===== src/rtl/core/mcvg_pkg.sv =====
package mcvg_pkg;

    // Chord table geometry
    localparam int KIND_COUNT        = 21;
    localparam int TABLE_WIDTH       = 7;
    localparam int OFFSET_W          = 5;
    localparam int TONE_W            = 6;
    localparam int NOTE_W            = 7;
    localparam int TONE_INDEX_W      = 3;
    localparam int DEFAULT_MAX_TONES = 7;

    // Stream payload widths
    localparam int IN_DATA_W  = 24;
    localparam int OUT_DATA_W = 16;

    typedef logic [TABLE_WIDTH*OFFSET_W-1:0] kind_row_t;
    typedef logic [NOTE_W-1:0]               note_t;
    typedef logic [TONE_W-1:0]               tone_t;

    // Quality codes in table order
    typedef enum logic [4:0] {
        KIND_MAJOR     = 5'd0,
        KIND_MINOR     = 5'd1,
        KIND_DIM       = 5'd2,
        KIND_AUG       = 5'd3,
        KIND_SUS2      = 5'd4,
        KIND_SUS4      = 5'd5,
        KIND_MAJ7      = 5'd6,
        KIND_MIN7      = 5'd7,
        KIND_DOM7      = 5'd8,
        KIND_DIM7      = 5'd9,
        KIND_HALF_DIM  = 5'd10,
        KIND_MAJ6      = 5'd11,
        KIND_MIN6      = 5'd12,
        KIND_ADD9      = 5'd13,
        KIND_DOM9      = 5'd14,
        KIND_DOM11     = 5'd15,
        KIND_DOM13     = 5'd16,
        KIND_7B9       = 5'd17,
        KIND_7S9       = 5'd18,
        KIND_7S11      = 5'd19,
        KIND_7B13      = 5'd20
    } chord_kind_t;

    // Number of tones of a quality; zero for an unknown code
    function automatic logic [2:0] kind_size(input logic [4:0] kind);
        logic [2:0] size;
        case (kind)
            KIND_MAJOR, KIND_MINOR, KIND_DIM,
            KIND_AUG, KIND_SUS2, KIND_SUS4:        size = 3'd3;
            KIND_MAJ7, KIND_MIN7, KIND_DOM7, KIND_DIM7, KIND_HALF_DIM,
            KIND_MAJ6, KIND_MIN6, KIND_ADD9:       size = 3'd4;
            KIND_DOM9, KIND_7B9, KIND_7S9:         size = 3'd5;
            KIND_DOM11, KIND_7S11:                 size = 3'd6;
            KIND_DOM13, KIND_7B13:                 size = 3'd7;
            default:                               size = 3'd0;
        endcase
        return size;
    endfunction

    // Semitone offsets of a quality, entry 0 in the lowest bits
    function automatic kind_row_t kind_row(input logic [4:0] kind);
        kind_row_t row;
        case (kind)
            KIND_MAJOR:    row = {5'd0, 5'd0, 5'd0, 5'd0, 5'd7, 5'd4, 5'd0};
            KIND_MINOR:    row = {5'd0, 5'd0, 5'd0, 5'd0, 5'd7, 5'd3, 5'd0};
            KIND_DIM:      row = {5'd0, 5'd0, 5'd0, 5'd0, 5'd6, 5'd3, 5'd0};
            KIND_AUG:      row = {5'd0, 5'd0, 5'd0, 5'd0, 5'd8, 5'd4, 5'd0};
            KIND_SUS2:     row = {5'd0, 5'd0, 5'd0, 5'd0, 5'd7, 5'd2, 5'd0};
            KIND_SUS4:     row = {5'd0, 5'd0, 5'd0, 5'd0, 5'd7, 5'd5, 5'd0};
            KIND_MAJ7:     row = {5'd0, 5'd0, 5'd0, 5'd11, 5'd7, 5'd4, 5'd0};
            KIND_MIN7:     row = {5'd0, 5'd0, 5'd0, 5'd10, 5'd7, 5'd3, 5'd0};
            KIND_DOM7:     row = {5'd0, 5'd0, 5'd0, 5'd10, 5'd7, 5'd4, 5'd0};
            KIND_DIM7:     row = {5'd0, 5'd0, 5'd0, 5'd9, 5'd6, 5'd3, 5'd0};
            KIND_HALF_DIM: row = {5'd0, 5'd0, 5'd0, 5'd10, 5'd6, 5'd3, 5'd0};
            KIND_MAJ6:     row = {5'd0, 5'd0, 5'd0, 5'd9, 5'd7, 5'd4, 5'd0};
            KIND_MIN6:     row = {5'd0, 5'd0, 5'd0, 5'd9, 5'd7, 5'd3, 5'd0};
            KIND_ADD9:     row = {5'd0, 5'd0, 5'd0, 5'd14, 5'd7, 5'd4, 5'd0};
            KIND_DOM9:     row = {5'd0, 5'd0, 5'd14, 5'd10, 5'd7, 5'd4, 5'd0};
            KIND_DOM11:    row = {5'd0, 5'd17, 5'd14, 5'd10, 5'd7, 5'd4, 5'd0};
            KIND_DOM13:    row = {5'd21, 5'd17, 5'd14, 5'd10, 5'd7, 5'd4, 5'd0};
            KIND_7B9:      row = {5'd0, 5'd0, 5'd13, 5'd10, 5'd7, 5'd4, 5'd0};
            KIND_7S9:      row = {5'd0, 5'd0, 5'd15, 5'd10, 5'd7, 5'd4, 5'd0};
            KIND_7S11:     row = {5'd0, 5'd18, 5'd14, 5'd10, 5'd7, 5'd4, 5'd0};
            KIND_7B13:     row = {5'd20, 5'd17, 5'd14, 5'd10, 5'd7, 5'd4, 5'd0};
            default:       row = '0;
        endcase
        return row;
    endfunction

    // Root modulo 12 with negative wrap: bias by 132, then divide by
    // reciprocal (683 / 8192) which is exact for values up to 259
    function automatic logic [3:0] root_mod12(input logic [7:0] root);
        logic [8:0]  biased;
        logic [18:0] prod;
        logic [5:0]  quot;
        logic [8:0]  rem;
        biased = {root[7], root} + 9'd132;
        prod   = 19'(biased) * 19'd683;
        quot   = prod[18:13];
        rem    = biased - 9'(quot) * 9'd12;
        return rem[3:0];
    endfunction

    // (clamped octave + 1) * 12
    function automatic note_t octave_base(input logic [4:0] octave);
        note_t base;
        if ($signed(octave) < 5'sd2)
        begin
            base = 7'd36;
        end
        else if ($signed(octave) > 5'sd6)
        begin
            base = 7'd84;
        end
        else
        begin
            case (octave[2:0])
                3'd2:    base = 7'd36;
                3'd3:    base = 7'd48;
                3'd4:    base = 7'd60;
                3'd5:    base = 7'd72;
                3'd6:    base = 7'd84;
                default: base = 7'd36;
            endcase
        end
        return base;
    endfunction

endpackage


===== src/rtl/core/midi_chord_voicing_generator_unit.sv =====
// MIDI chord voicing generator.
// Input channel (s_axis_*): one chord per transfer, carrying root, quality
// code, inversion count and octave. Output channel (m_axis_*): one transfer
// per chord tone in ascending pitch order, tlast on the highest tone.
// Unknown quality codes are consumed and produce no output transfers.
// The first tone is offered on m_axis once the chord has passed through the
// chord register and then the output register.
// Throughput: one output transfer per cycle while the receiver is ready; a
// chord holds 3 to 7 tones. The chord register takes the next chord in the
// same cycle its final tone moves into the output register, and an unknown
// code leaves the chord register empty.
// Voicing (root reduction, octave clamp, inversion and re-sort) is done in
// one pass of logic ahead of the chord register.
// Reset clears the chord and output valid flags; no chord is held.
// When the receiver stalls, the output register holds its tone, the chord
// register holds the rest and s_axis_tready drops until the final tone of
// the held chord has moved on.
module midi_chord_voicing_generator_unit #(
    parameter int MAX_TONES = mcvg_pkg::DEFAULT_MAX_TONES
) (
    input  logic                            clk,
    input  logic                            rst_n,
    input  logic                            s_axis_tvalid,
    output logic                            s_axis_tready,
    // [7:0] root_value, [12:8] chord_kind, [17:13] inversion_count,
    // [22:18] octave_number, [23] zero
    input  logic [mcvg_pkg::IN_DATA_W-1:0]  s_axis_tdata,
    output logic                            m_axis_tvalid,
    input  logic                            m_axis_tready,
    // [6:0] midi_note, [9:7] tone_index, [15:10] zero
    output logic [mcvg_pkg::OUT_DATA_W-1:0] m_axis_tdata,
    output logic                            m_axis_tlast
);

    localparam int CNT_W = $clog2(MAX_TONES + 1);
    localparam int IDX_W = $clog2(MAX_TONES);

    // Input fields
    logic [7:0] root_value;
    logic [4:0] chord_kind;
    logic [4:0] inversion_count;
    logic [4:0] octave_number;

    assign root_value      = s_axis_tdata[7:0];
    assign chord_kind      = s_axis_tdata[12:8];
    assign inversion_count = s_axis_tdata[17:13];
    assign octave_number   = s_axis_tdata[22:18];

    // Voicing logic
    logic [CNT_W-1:0]     count_in;
    mcvg_pkg::note_t      base_in;
    mcvg_pkg::kind_row_t  row_in;
    logic                 invert_in;
    mcvg_pkg::tone_t      raw_tone [MAX_TONES];
    logic [IDX_W-1:0]     rank     [MAX_TONES];
    mcvg_pkg::tone_t      sorted   [MAX_TONES];
    mcvg_pkg::note_t      notes_in [MAX_TONES];

    // Chord register
    logic                 chord_valid_reg, chord_valid_next;
    logic [CNT_W-1:0]     count_reg, count_next;
    logic [IDX_W-1:0]     idx_reg, idx_next;
    mcvg_pkg::note_t      notes_reg [MAX_TONES];

    // Output register
    logic                 out_valid_reg, out_valid_next;
    mcvg_pkg::note_t      out_note_reg;
    logic [mcvg_pkg::TONE_INDEX_W-1:0] out_index_reg;
    logic                 out_last_reg;

    logic                 out_free;
    logic                 tone_move;
    logic                 final_move;
    logic                 in_xfer;

    // Base note, chord size, offset row and inversion flag
    always_comb
    begin
        count_in  = CNT_W'(mcvg_pkg::kind_size(chord_kind));
        base_in   = mcvg_pkg::octave_base(octave_number)
                  + mcvg_pkg::note_t'(mcvg_pkg::root_mod12(root_value));
        row_in    = mcvg_pkg::kind_row(chord_kind);
        invert_in = !inversion_count[4] && (inversion_count != 5'd0)
                  && ({1'b0, inversion_count[3:0]} < 5'(count_in));
    end

    // Raise the lowest offsets an octave
    always_comb
    begin
        for (int i = 0; i < MAX_TONES; i++)
        begin
            if (i < mcvg_pkg::TABLE_WIDTH)
            begin
                raw_tone[i] = mcvg_pkg::tone_t'(row_in[i*mcvg_pkg::OFFSET_W +: mcvg_pkg::OFFSET_W]);
            end
            else
            begin
                raw_tone[i] = '0;
            end
            if (invert_in && (5'(i) < {1'b0, inversion_count[3:0]}))
            begin
                raw_tone[i] = raw_tone[i] + mcvg_pkg::tone_t'(12);
            end
        end
    end

    // Rank each tone against the others, ties broken by position
    always_comb
    begin
        for (int i = 0; i < MAX_TONES; i++)
        begin
            rank[i] = '0;
            for (int j = 0; j < MAX_TONES; j++)
            begin
                if ((j != i) && (CNT_W'(j) < count_in)
                    && ((raw_tone[j] < raw_tone[i])
                        || ((raw_tone[j] == raw_tone[i]) && (j < i))))
                begin
                    rank[i] = rank[i] + IDX_W'(1);
                end
            end
        end
    end

    // Place each tone at its rank and add the base note
    always_comb
    begin
        for (int p = 0; p < MAX_TONES; p++)
        begin
            sorted[p] = '0;
            for (int i = 0; i < MAX_TONES; i++)
            begin
                if ((CNT_W'(i) < count_in) && (rank[i] == IDX_W'(p)))
                begin
                    sorted[p] = sorted[p] | raw_tone[i];
                end
            end
            notes_in[p] = base_in + mcvg_pkg::note_t'(sorted[p]);
        end
    end

    // Handshake
    assign out_free      = !out_valid_reg || m_axis_tready;
    assign tone_move     = chord_valid_reg && out_free;
    assign final_move    = tone_move && (CNT_W'(idx_reg) == count_reg - CNT_W'(1));
    assign s_axis_tready = !chord_valid_reg || final_move;
    assign in_xfer       = s_axis_tvalid && s_axis_tready;

    // Chord register control: load on transfer, advance per tone
    always_comb
    begin
        chord_valid_next = chord_valid_reg;
        count_next       = count_reg;
        idx_next         = idx_reg;
        if (in_xfer)
        begin
            chord_valid_next = (count_in != '0);
            count_next       = count_in;
            idx_next         = '0;
        end
        else if (final_move)
        begin
            chord_valid_next = 1'b0;
            idx_next         = '0;
        end
        else if (tone_move)
        begin
            idx_next = idx_reg + IDX_W'(1);
        end
    end

    // Output valid: fill on tone move, drop when taken
    always_comb
    begin
        out_valid_next = out_valid_reg;
        if (tone_move)
        begin
            out_valid_next = 1'b1;
        end
        else if (m_axis_tready)
        begin
            out_valid_next = 1'b0;
        end
    end

    always_ff @(posedge clk or negedge rst_n)
    begin
        if (!rst_n)
        begin
            chord_valid_reg <= 1'b0;
            count_reg       <= '0;
            idx_reg         <= '0;
            out_valid_reg   <= 1'b0;
        end
        else
        begin
            chord_valid_reg <= chord_valid_next;
            count_reg       <= count_next;
            idx_reg         <= idx_next;
            out_valid_reg   <= out_valid_next;
        end
    end

    // Payload registers
    always_ff @(posedge clk)
    begin
        if (in_xfer)
        begin
            for (int p = 0; p < MAX_TONES; p++)
            begin
                notes_reg[p] <= notes_in[p];
            end
        end
        if (tone_move)
        begin
            out_note_reg  <= notes_reg[idx_reg];
            out_index_reg <= mcvg_pkg::TONE_INDEX_W'(idx_reg);
            out_last_reg  <= (CNT_W'(idx_reg) == count_reg - CNT_W'(1));
        end
    end

    assign m_axis_tvalid = out_valid_reg;
    assign m_axis_tlast  = out_last_reg;
    assign m_axis_tdata  = {
        (mcvg_pkg::OUT_DATA_W - mcvg_pkg::NOTE_W - mcvg_pkg::TONE_INDEX_W)'(0),
        out_index_reg,
        out_note_reg
    };

endmodule

===== config.mk =====
export PLATFORM = sky130hd
export DESIGN_NAME = midi_chord_voicing_generator_unit
export DESIGN_NICKNAME = d
export VERILOG_FILES = /design/src/rtl/core/mcvg_pkg.sv /design/src/rtl/core/midi_chord_voicing_generator_unit.sv
export SDC_FILE = /design/constraint.sdc
export NUM_CORES = 1
export LEC_CHECK = 0
export CAP_MARGIN = 20
export CORE_MARGIN = 2
export CORE_UTILIZATION = 25
export DETAILED_ROUTE_END_ITERATION = 16
export DONT_BUFFER_PORTS = 1
export PLACE_DENSITY_LB_ADDON = 0.25
export SLEW_MARGIN = 20
export SYNTH_ARGS = -nofsm -noshare
export SYNTH_HDL_FRONTEND = slang
export SYNTH_SLANG_ARGS = --single-unit

===== constraint.sdc =====
create_clock -name clk -period 5.9 [get_ports clk]
set_input_delay 0 -clock clk [delete_from_list [all_inputs] [get_ports clk]]
set_output_delay 0 -clock clk [all_outputs]
set_load 0.05 [all_outputs]

==> impl_metrics.prom, run 1 <==
# TYPE chip_impl_metric gauge
chip_impl_metric{name="total_power",unit="uW"} 10580
chip_impl_metric{name="cts.path.max_buffers",unit=""} 2
chip_impl_info{name="hold-path-endpoint",value="notes_reg[4][0]"} 1
chip_impl_info{name="slowest_cp_cell",value="or4_4"} 1
chip_impl_metric{name="via_per_inst",unit=""} 4.989
chip_impl_metric{name="clk_latency",unit="ns"} 0.33
chip_impl_info{name="clockRootBuffer",value="clkbuf_16"} 1
chip_impl_metric{name="final_antenna_net_count",unit=""} 0
chip_impl_metric{name="drt-initial-drc-count",unit=""} 799
chip_impl_metric{name="post_synth_inst_count",unit=""} 1450
chip_impl_info{name="critical_path.most_common_cell",value="ha_4"} 1
chip_impl_metric{name="placed_area",unit="um2"} 16900
chip_impl_metric{name="final.setup.worst_slack",unit="ns"} -2.169
chip_impl_metric{name="rows",unit=""} 82
chip_impl_info{name="endpoint_kind",value="flop"} 1
chip_impl_info{name="tritoncts",value="built"} 1
chip_impl_metric{name="die_width",unit="um"} 228.3
chip_impl_metric{name="yosys_warnings",unit=""} 0
chip_impl_metric{name="groute.usage.overall",unit="%"} 18.88
chip_impl_info{name="rsz_0062_raised_after_global_routing",value="true"} 1
chip_impl_info{name="r2r_end",value="notes_reg[0][5]"} 1
chip_impl_metric{name="num_io_pins",unit=""} 47
chip_impl_metric{name="fmax",unit="MHz"} 123.9
chip_impl_metric{name="min_period",unit="ns"} 8.069
chip_impl_metric{name="nNetsFinal",unit=""} 2199
chip_impl_metric{name="floorplan.core_area",unit="um2"} 49860
chip_impl_metric{name="setup_viol",unit=""} 49
chip_impl_metric{name="layout-area-overhead-vs-synth",unit="%"} 52.14
chip_impl_metric{name="power-per-cell-area",unit="nW/um2"} 553.3
chip_impl_metric{name="mappedNetlistArea",unit="um2"} 12570
chip_impl_metric{name="crit_fanout",unit=""} 8
chip_impl_metric{name="clk_transition_reported_paths",unit="ns"} 0.06
chip_impl_metric{name="cts_htree_levels",unit=""} 3
chip_impl_metric{name="ir_drop",unit="mV"} 0.4197
chip_impl_metric{name="final_max_slew_viol_count",unit=""} 0
chip_impl_metric{name="critical_path.max_stage_delay",unit="ns"} 0.42
chip_impl_metric{name="power.leakage",unit="uW"} 0.008690
chip_impl_metric{name="worst_hold_slack",unit="ns"} -0.1189
chip_impl_metric{name="finish.utilization",unit="%"} 38.36
chip_impl_info{name="worstHoldStart",value="s_axis_tdata[0]"} 1
chip_impl_metric{name="cts_buffers",unit=""} 9
chip_impl_metric{name="largest_net_degree_at_the_start_of_global_routing",unit=""} 50
chip_impl_metric{name="cts_hold_buf",unit=""} 4
chip_impl_metric{name="final_area",unit="um2"} 19130
chip_impl_metric{name="synthesis.area_per_instance",unit="um2"} 8.670
chip_impl_metric{name="finClkSkew",unit="ns"} 0.008014
chip_impl_metric{name="dp.final_hpwl",unit="um"} 40420
chip_impl_metric{name="final_min_period_over_clock_period",unit="%"} 136.8
chip_impl_metric{name="grt_first_pass_wirelength",unit="um"} 76560
chip_impl_info{name="dominantRegCellSynth",value="edfxtp_1"} 1
chip_impl_info{name="holdCritPathClass",value="primary input to flop"} 1
chip_impl_metric{name="remaining_drc_errors",unit=""} 0
chip_impl_metric{name="cp.required",unit="ns"} 5.98
chip_impl_info{name="crit_path_start_kind",value="primary input"} 1
chip_impl_metric{name="post_route_cells_drive_above_1_share",unit="%"} 42.95
chip_impl_metric{name="antenna_cells_inserted",unit=""} 0
chip_impl_metric{name="number_of_distinct_library_cell_variants_in_the_gate_level_netlist_after_synthesis",unit=""} 108
chip_impl_metric{name="synth.yosys.seq_area_share",unit="%"} 15.92
chip_impl_metric{name="fillers",unit=""} 5065
chip_impl_metric{name="asyncSetResetFlopFracSynth",unit="%"} 11.76
chip_impl_metric{name="worst_r2r_path_depth",unit=""} 9
chip_impl_info{name="outcome",value="complete, but fails checks"} 1
chip_impl_metric{name="dieArea",unit="um2"} 52100
chip_impl_info{name="critPathLaunch",value="s_axis_tdata[8]"} 1
chip_impl_metric{name="globalRouteOverflowTotal",unit=""} 0
chip_impl_info{name="critical_path.reg2reg.startpoint",value="count_reg[0]"} 1
chip_impl_metric{name="route.vias.total",unit=""} 13076
chip_impl_metric{name="cts.sink_count",unit=""} 68
chip_impl_metric{name="synth_seq_cells",unit=""} 68
chip_impl_info{name="failed_checks",value="negative hold slack, negative setup slack"} 1
chip_impl_metric{name="synth_enable_flop_cells",unit=""} 60
chip_impl_metric{name="drv.max_cap_violation_count",unit=""} 0
chip_impl_metric{name="largest_reg_flops",unit=""} 49
chip_impl_metric{name="max_slew_margin",unit="%"} 29.98
chip_impl_metric{name="drt_pass1_iterations",unit=""} 6
chip_impl_metric{name="r2r_setup_slack",unit="ns"} 2.69
chip_impl_metric{name="port-buffer-count",unit=""} 0
chip_impl_metric{name="worstHoldPathCells",unit=""} 1
chip_impl_metric{name="routed_wl",unit="um"} 50230
chip_impl_metric{name="die_height",unit="um"} 228.3
chip_impl_metric{name="timing.critical_path.arrival",unit="ns"} 8.15
chip_impl_metric{name="initial_core_utilization",unit="%"} 25.21
chip_impl_metric{name="drt-wirelength-per-cell",unit="um"} 19.16
chip_impl_metric{name="finalHoldViolCount",unit=""} 7
chip_impl_metric{name="grt_antenna_before_repair",unit=""} 0
chip_impl_metric{name="worst-slew-pin-transition",unit="ns"} 1.049
chip_impl_metric{name="grt_pass1_vias",unit=""} 13156
chip_impl_metric{name="gpl.final_weighted_congestion",unit=""} 0.9478
chip_impl_info{name="startpoint_to_endpoint_class_of_the_critical_path",value="primary input to flop"} 1
cell families (layout without fill, tap and decap cells):
logic type | count (synthesis) | count (layout) | synth area share [%]
xor gates and xnor gates | 105 | 105 | 8.420
adders and majority gates | 228 | 228 | 24.28
DFF | 68 | 68 | 15.92
muxes | 52 | 52 | 5.096
buffers and inverters | 210 | 704 | 6.937
other | 1 | 6 | 0.02983
and+or+nand+nor | 441 | 441 | 18.41
AOI/OAI and AO/OA | 345 | 345 | 20.90
cell usage after synthesis (15+ instances only):
master,count,area (um2)
fa_1,27,540.5
and3_1,27,168.9
nor3_1,45,225.2
xor2_1,33,289.0
inv_1,152,570.6
nor2_1,77,289.0
nor2b_1,18,112.6
nor4_1,16,100.1
o21ai_0,35,175.2
a21o_1,24,180.2
xnor2_1,59,516.8
ha_1,200,2502
mux2i_1,28,280.3
a22oi_1,17,127.6
a221oi_1,15,131.4
a32oi_1,18,157.7
nand4_1,18,112.6
clkbuf_1,25,93.84
o211ai_1,17,127.6
nand3_1,61,305.3
nand2_1,94,352.8
nand2b_1,16,100.1
a21oi_1,68,340.3
o21bai_1,17,127.6
edfxtp_1,60,1802
per-stage QoR:
step | instances | setup slack, ns | hold WS [ns] | TNS [ns]
after CTS | 2609 | -2.033 | -0.1324 | -83.62
after global placement | 2529 | -2.777 | -0.2953 | -117.62
after detailed placement | 2529 | -2.904 | -0.2952 | -121.67
after global routing | 2621 | -2.479 | -0.1291 | -103.24
final | 2621 | -2.169 | -0.1189 | -89.04
after floorplan | 1455 | -2.924 | -0.2956 | -115.44
critical path, delay by kind of cell:
family	cells	cell delay, ns
multiplexers	1	0.29
adder cells (fa/ha/maj)	10	2.34
AND/OR/NAND/NOR	12	1.98
XOR/XNOR	3	0.56
buffers and inverters	7	0.55
AO/OA/AOI/OAI	16	2.44
how the worst max path moves through the flow:
stage / end / slack (ns) / cells past startpoint
3_5_place_dp: notes_reg[1][6] / -2.90 / 48
2_1_floorplan: notes_reg[4][6] / -2.92 / 52
6_report: notes_reg[3][6] / -2.17 / 49
3_3_place_gp: notes_reg[5][6] / -2.78 / 49
4_1_cts: notes_reg[4][6] / -2.03 / 48
5_1_grt: notes_reg[3][6] / -2.48 / 49
placed cells by master, fill, tap and decap left out, types with 18 or more instances in the layout:
| cell | instances |
|---|---|
| nand2_1 | 88 |
| buf_6 | 33 |
| inv_1 | 134 |
| a21oi_2 | 18 |
| o21ai_0 | 25 |
| a21o_1 | 23 |
| nor3_1 | 40 |
| a21oi_1 | 42 |
| ha_4 | 27 |
| nand4_1 | 18 |
| edfxtp_1 | 60 |
| mux2i_1 | 25 |
| and3_1 | 22 |
| xor2_1 | 31 |
| nor2_1 | 69 |
| ha_1 | 166 |
| nand3_1 | 54 |
| buf_4 | 487 |
| xnor2_1 | 43 |
| fa_1 | 20 |
| inv_2 | 18 |
per-layer routing:
metal	vias to the layer above	GRT usage (%)	wire length, um
met5	-	0	0
met4	0	6.801	1891
met3	93	2.175	2548
met2	353	31.39	23200
met1	6281	25.20	22590
li1	6349	-	-
repair_timing:
item | in CTS | in global routing
gates resized for setup | 162 | 86
endpoints found under the setup margin | 49 | 49
endpoints found under the hold margin | 24 | 7
pin swaps | 117 | 76
setup buffers | 62 | 26
power breakdown:
part / switching, uW / internal, uW
combinational: 4130 / 4650
clock: 210 / 386
sequential: 203 / 1010
area by class of cell:
type | count | area [um2] | share of cell area (%)
sequential | 68 | 2002 | 10.47
clock inverter | 6 | 95.09 | 0.4972
multi-input combinational | 1177 | 11160 | 58.35
clock buffer | 10 | 239.0 | 1.249
tap | 672 | 840.8 | 4.396
timing repair buffer | 529 | 4168 | 21.79
inverter | 159 | 621.8 | 3.251
Power figures use the tool's default switching activity.
==> run 2, diff against run 1 <==
--- a/config.mk
+++ b/config.mk
@@ -6,6 +6,7 @@
 export NUM_CORES = 1
 export LEC_CHECK = 0
 export CAP_MARGIN = 20
+export CORE_ASPECT_RATIO = 0.9
 export CORE_MARGIN = 2
 export CORE_UTILIZATION = 25
 export DETAILED_ROUTE_END_ITERATION = 16
==> run 2 against run 1 <==
The run ends with negative setup slack left. Combinational power rose by 8.1%. Sequential power about the same. Routed wire length rose by 2.1%. Total power up 7.0%. Hold slack improved by 0.13 ns. Clock power grew 5.7%. Largest power group unchanged. Highest routed layer unchanged.
==> impl_metrics.prom, run 2 (synthesized netlist as in run 1, its figures left out) <==
# TYPE chip_impl_metric gauge
chip_impl_metric{name="layout-area-overhead-vs-synth",unit="%"} 55.57
chip_impl_metric{name="largest_net_degree_at_the_start_of_global_routing",unit=""} 50
chip_impl_metric{name="largest_reg_flops",unit=""} 49
chip_impl_info{name="rsz_0062_raised_after_global_routing",value="true"} 1
chip_impl_metric{name="setup_viol",unit=""} 49
chip_impl_metric{name="switching_part_of_the_total_power",unit="%"} 42.63
chip_impl_metric{name="final.setup.worst_slack",unit="ns"} -2.119
chip_impl_metric{name="groute.usage.overall",unit="%"} 19.32
chip_impl_metric{name="num_io_pins",unit=""} 47
chip_impl_info{name="r2r_end",value="notes_reg[4][6]"} 1
chip_impl_metric{name="register_cell_area_after_layout",unit="um2"} 2002
chip_impl_metric{name="ir_drop",unit="mV"} 0.5805
chip_impl_metric{name="route.vias.total",unit=""} 13236
chip_impl_metric{name="final_max_slew_viol_count",unit=""} 0
chip_impl_info{name="final_common_cell",value="buf_4"} 1
chip_impl_info{name="startpoint_to_endpoint_class_of_the_critical_path",value="primary input to flop"} 1
chip_impl_metric{name="tns",unit="ns"} -83.21
chip_impl_metric{name="internal_power_summed_over_all_cells",unit="uW"} 6497
chip_impl_info{name="critical_path.reg2reg.startpoint",value="count_reg[0]"} 1
chip_impl_info{name="most_frequent_cells_in_the_layout",value="buf_4, ha_1, inv_1"} 1
chip_impl_metric{name="rows",unit=""} 77
chip_impl_metric{name="timing.critical_path.buf_inv",unit=""} 7
chip_impl_metric{name="dp.final_hpwl",unit="um"} 41730
chip_impl_metric{name="seq_power_share",unit="%"} 10.7
chip_impl_metric{name="total_power",unit="uW"} 11330
chip_impl_metric{name="r2r_setup_slack",unit="ns"} 2.86
chip_impl_info{name="critical_path.most_common_cell",value="ha_4"} 1
chip_impl_metric{name="finish.utilization",unit="%"} 39.57
chip_impl_info{name="slowest_cp_cell",value="or4_4"} 1
chip_impl_metric{name="grt_antenna_before_repair",unit=""} 0
chip_impl_metric{name="remaining_drc_errors",unit=""} 0
chip_impl_metric{name="final_min_period_over_clock_period",unit="%"} 135.9
chip_impl_metric{name="worst-slew-pin-transition",unit="ns"} 0.7729
chip_impl_metric{name="min_period",unit="ns"} 8.019
chip_impl_metric{name="die_height",unit="um"} 216.7
chip_impl_metric{name="finalHoldViolCount",unit=""} 0
chip_impl_info{name="failed_checks",value="negative setup slack"} 1
chip_impl_metric{name="cts.path.max_buffers",unit=""} 2
chip_impl_metric{name="power.leakage",unit="uW"} 0.008859
chip_impl_metric{name="cts_htree_levels",unit=""} 3
chip_impl_metric{name="finClkSkew",unit="ns"} 0.008435
chip_impl_metric{name="fillers",unit=""} 4967
chip_impl_info{name="cp_top_family",value="adder cells"} 1
chip_impl_metric{name="cp.required",unit="ns"} 6.00
chip_impl_metric{name="via_per_inst",unit=""} 5.000
chip_impl_metric{name="drt-wirelength-per-cell",unit="um"} 19.37
chip_impl_metric{name="clk_transition_reported_paths",unit="ns"} 0.06
chip_impl_metric{name="grt_first_pass_wirelength",unit="um"} 76780
chip_impl_metric{name="grt_pass1_vias",unit=""} 13202
chip_impl_metric{name="drt_pass1_iterations",unit=""} 6
chip_impl_metric{name="cts_buffers",unit=""} 9
chip_impl_metric{name="p_clk_share",unit="%"} 5.6
chip_impl_metric{name="floorplan.core_area",unit="um2"} 49420
chip_impl_info{name="outcome",value="complete, but fails checks"} 1
chip_impl_metric{name="power_frac_comb",unit="%"} 83.8
chip_impl_metric{name="fmax",unit="MHz"} 124.7
chip_impl_metric{name="max_slew_margin",unit="%"} 48.01
chip_impl_metric{name="gpl.final_weighted_congestion",unit=""} 0.9197
chip_impl_metric{name="dieArea",unit="um2"} 52100
chip_impl_info{name="tritoncts",value="built"} 1
chip_impl_metric{name="worst_hold_slack",unit="ns"} 0.01234
chip_impl_metric{name="globalRouteOverflowTotal",unit=""} 0
chip_impl_metric{name="initial_core_utilization",unit="%"} 25.44
chip_impl_info{name="clockRootBuffer",value="clkbuf_16"} 1
chip_impl_metric{name="multiInputGateArea",unit="um2"} 11330
chip_impl_metric{name="nNetsFinal",unit=""} 2225
chip_impl_metric{name="critical_path.max_stage_delay",unit="ns"} 0.51
chip_impl_metric{name="timing.critical_path.arrival",unit="ns"} 8.11
chip_impl_info{name="crit_path_start_kind",value="primary input"} 1
chip_impl_metric{name="clk_latency",unit="ns"} 0.35
chip_impl_metric{name="crit_fanout",unit=""} 8
chip_impl_metric{name="post_route_cells_drive_above_1_share",unit="%"} 44.71
chip_impl_info{name="endpoint_kind",value="flop"} 1
chip_impl_metric{name="net_switching_power_figure",unit="uW"} 4828
chip_impl_metric{name="port-buffer-count",unit=""} 0
chip_impl_metric{name="final_antenna_net_count",unit=""} 0
chip_impl_info{name="holdCritPathClass",value="primary input to async pin"} 1
chip_impl_metric{name="drv.max_cap_violation_count",unit=""} 0
chip_impl_metric{name="die_width",unit="um"} 240.4
chip_impl_metric{name="routed_wl",unit="um"} 51260
chip_impl_metric{name="worst_r2r_path_depth",unit=""} 10
chip_impl_metric{name="cts.sink_count",unit=""} 68
chip_impl_metric{name="drt-initial-drc-count",unit=""} 955
chip_impl_metric{name="power-per-cell-area",unit="nW/um2"} 579.1
-- run 2: layout make-up --
type                            count  area share, %
Multi-Input combinational cell   1177          57.95
Clock buffer                        9          1.151
Sequential cell                    68          10.24
Tap cell                          671          4.292
Antenna cell                        1        0.01279
Timing Repair Buffer              555          22.55
Clock inverter                      7         0.6269
Inverter                          159          3.179
-- run 2: power groups by stage --
stage / Sequential, uW / Combinational (uW) / Clock (uW)
6_report: 1210 / 9490 / 630
5_1_grt: 1230 / 10200 / 658
4_1_cts: 1210 / 8180 / 638
3_5_place_dp: 1220 / 7360 / 0
3_3_place_gp: 1220 / 7260 / 0
2_1_floorplan: 1190 / 3910 / 0
-- run 2: how the worst max path moves through the flow --
stage / start / to / slack [ns] / cells after the start
finish: s_axis_tdata[8] / notes_reg[4][6] / -2.12 / 48
global route: s_axis_tdata[8] / notes_reg[4][6] / -2.42 / 48
CTS: s_axis_tdata[8] / notes_reg[4][6] / -2.04 / 46
detailed placement: s_axis_tdata[9] / notes_reg[0][6] / -2.94 / 49
global placement: s_axis_tdata[9] / notes_reg[0][6] / -2.90 / 49
floorplan: s_axis_tdata[8] / notes_reg[4][6] / -2.92 / 52
-- run 2: metrics by stage --
stage                     std cells  worst slack (ns)  cell area (um2)
after floorplan                1455            -2.924            12900
after global placement         2535            -2.897            16990
after detailed placement       2535            -2.938            16990
after CTS                      2620            -2.043            18620
after global routing           2646            -2.418            19560
final                          2647            -2.119            19560
-- run 2: worst register-to-register path, stage by stage, from the launching register on --
cell,delay (ns)
dfrtp_1,0.36
inv_1,0.06
ha_1,0.31
xnor2_1,0.13
nor3_1,0.50
inv_1,0.12
o21ai_1,0.14
buf_4,0.22
nand2_1,0.21
clkinv_1,0.08
buf_4,0.51
-- run 2: metal layers --
metal  vias up  global-route usage [%]  part of all wire, %
met5         -                       0                    0
met4         0                   5.942                  3.3
met3        89                   2.727                  5.0
met2       362                   30.87                   45
met1      6391                   26.85                   47
li1       6394                       -                    -
-- run 2: what timing repair did --
action                                 CTS  global route
resized for setup                      138           135
setup buffers                           67            33
hold buffers                             5             0
setup endpoints to repair               49            49
endpoints found under the hold margin   26             0
pin swaps                               98            82
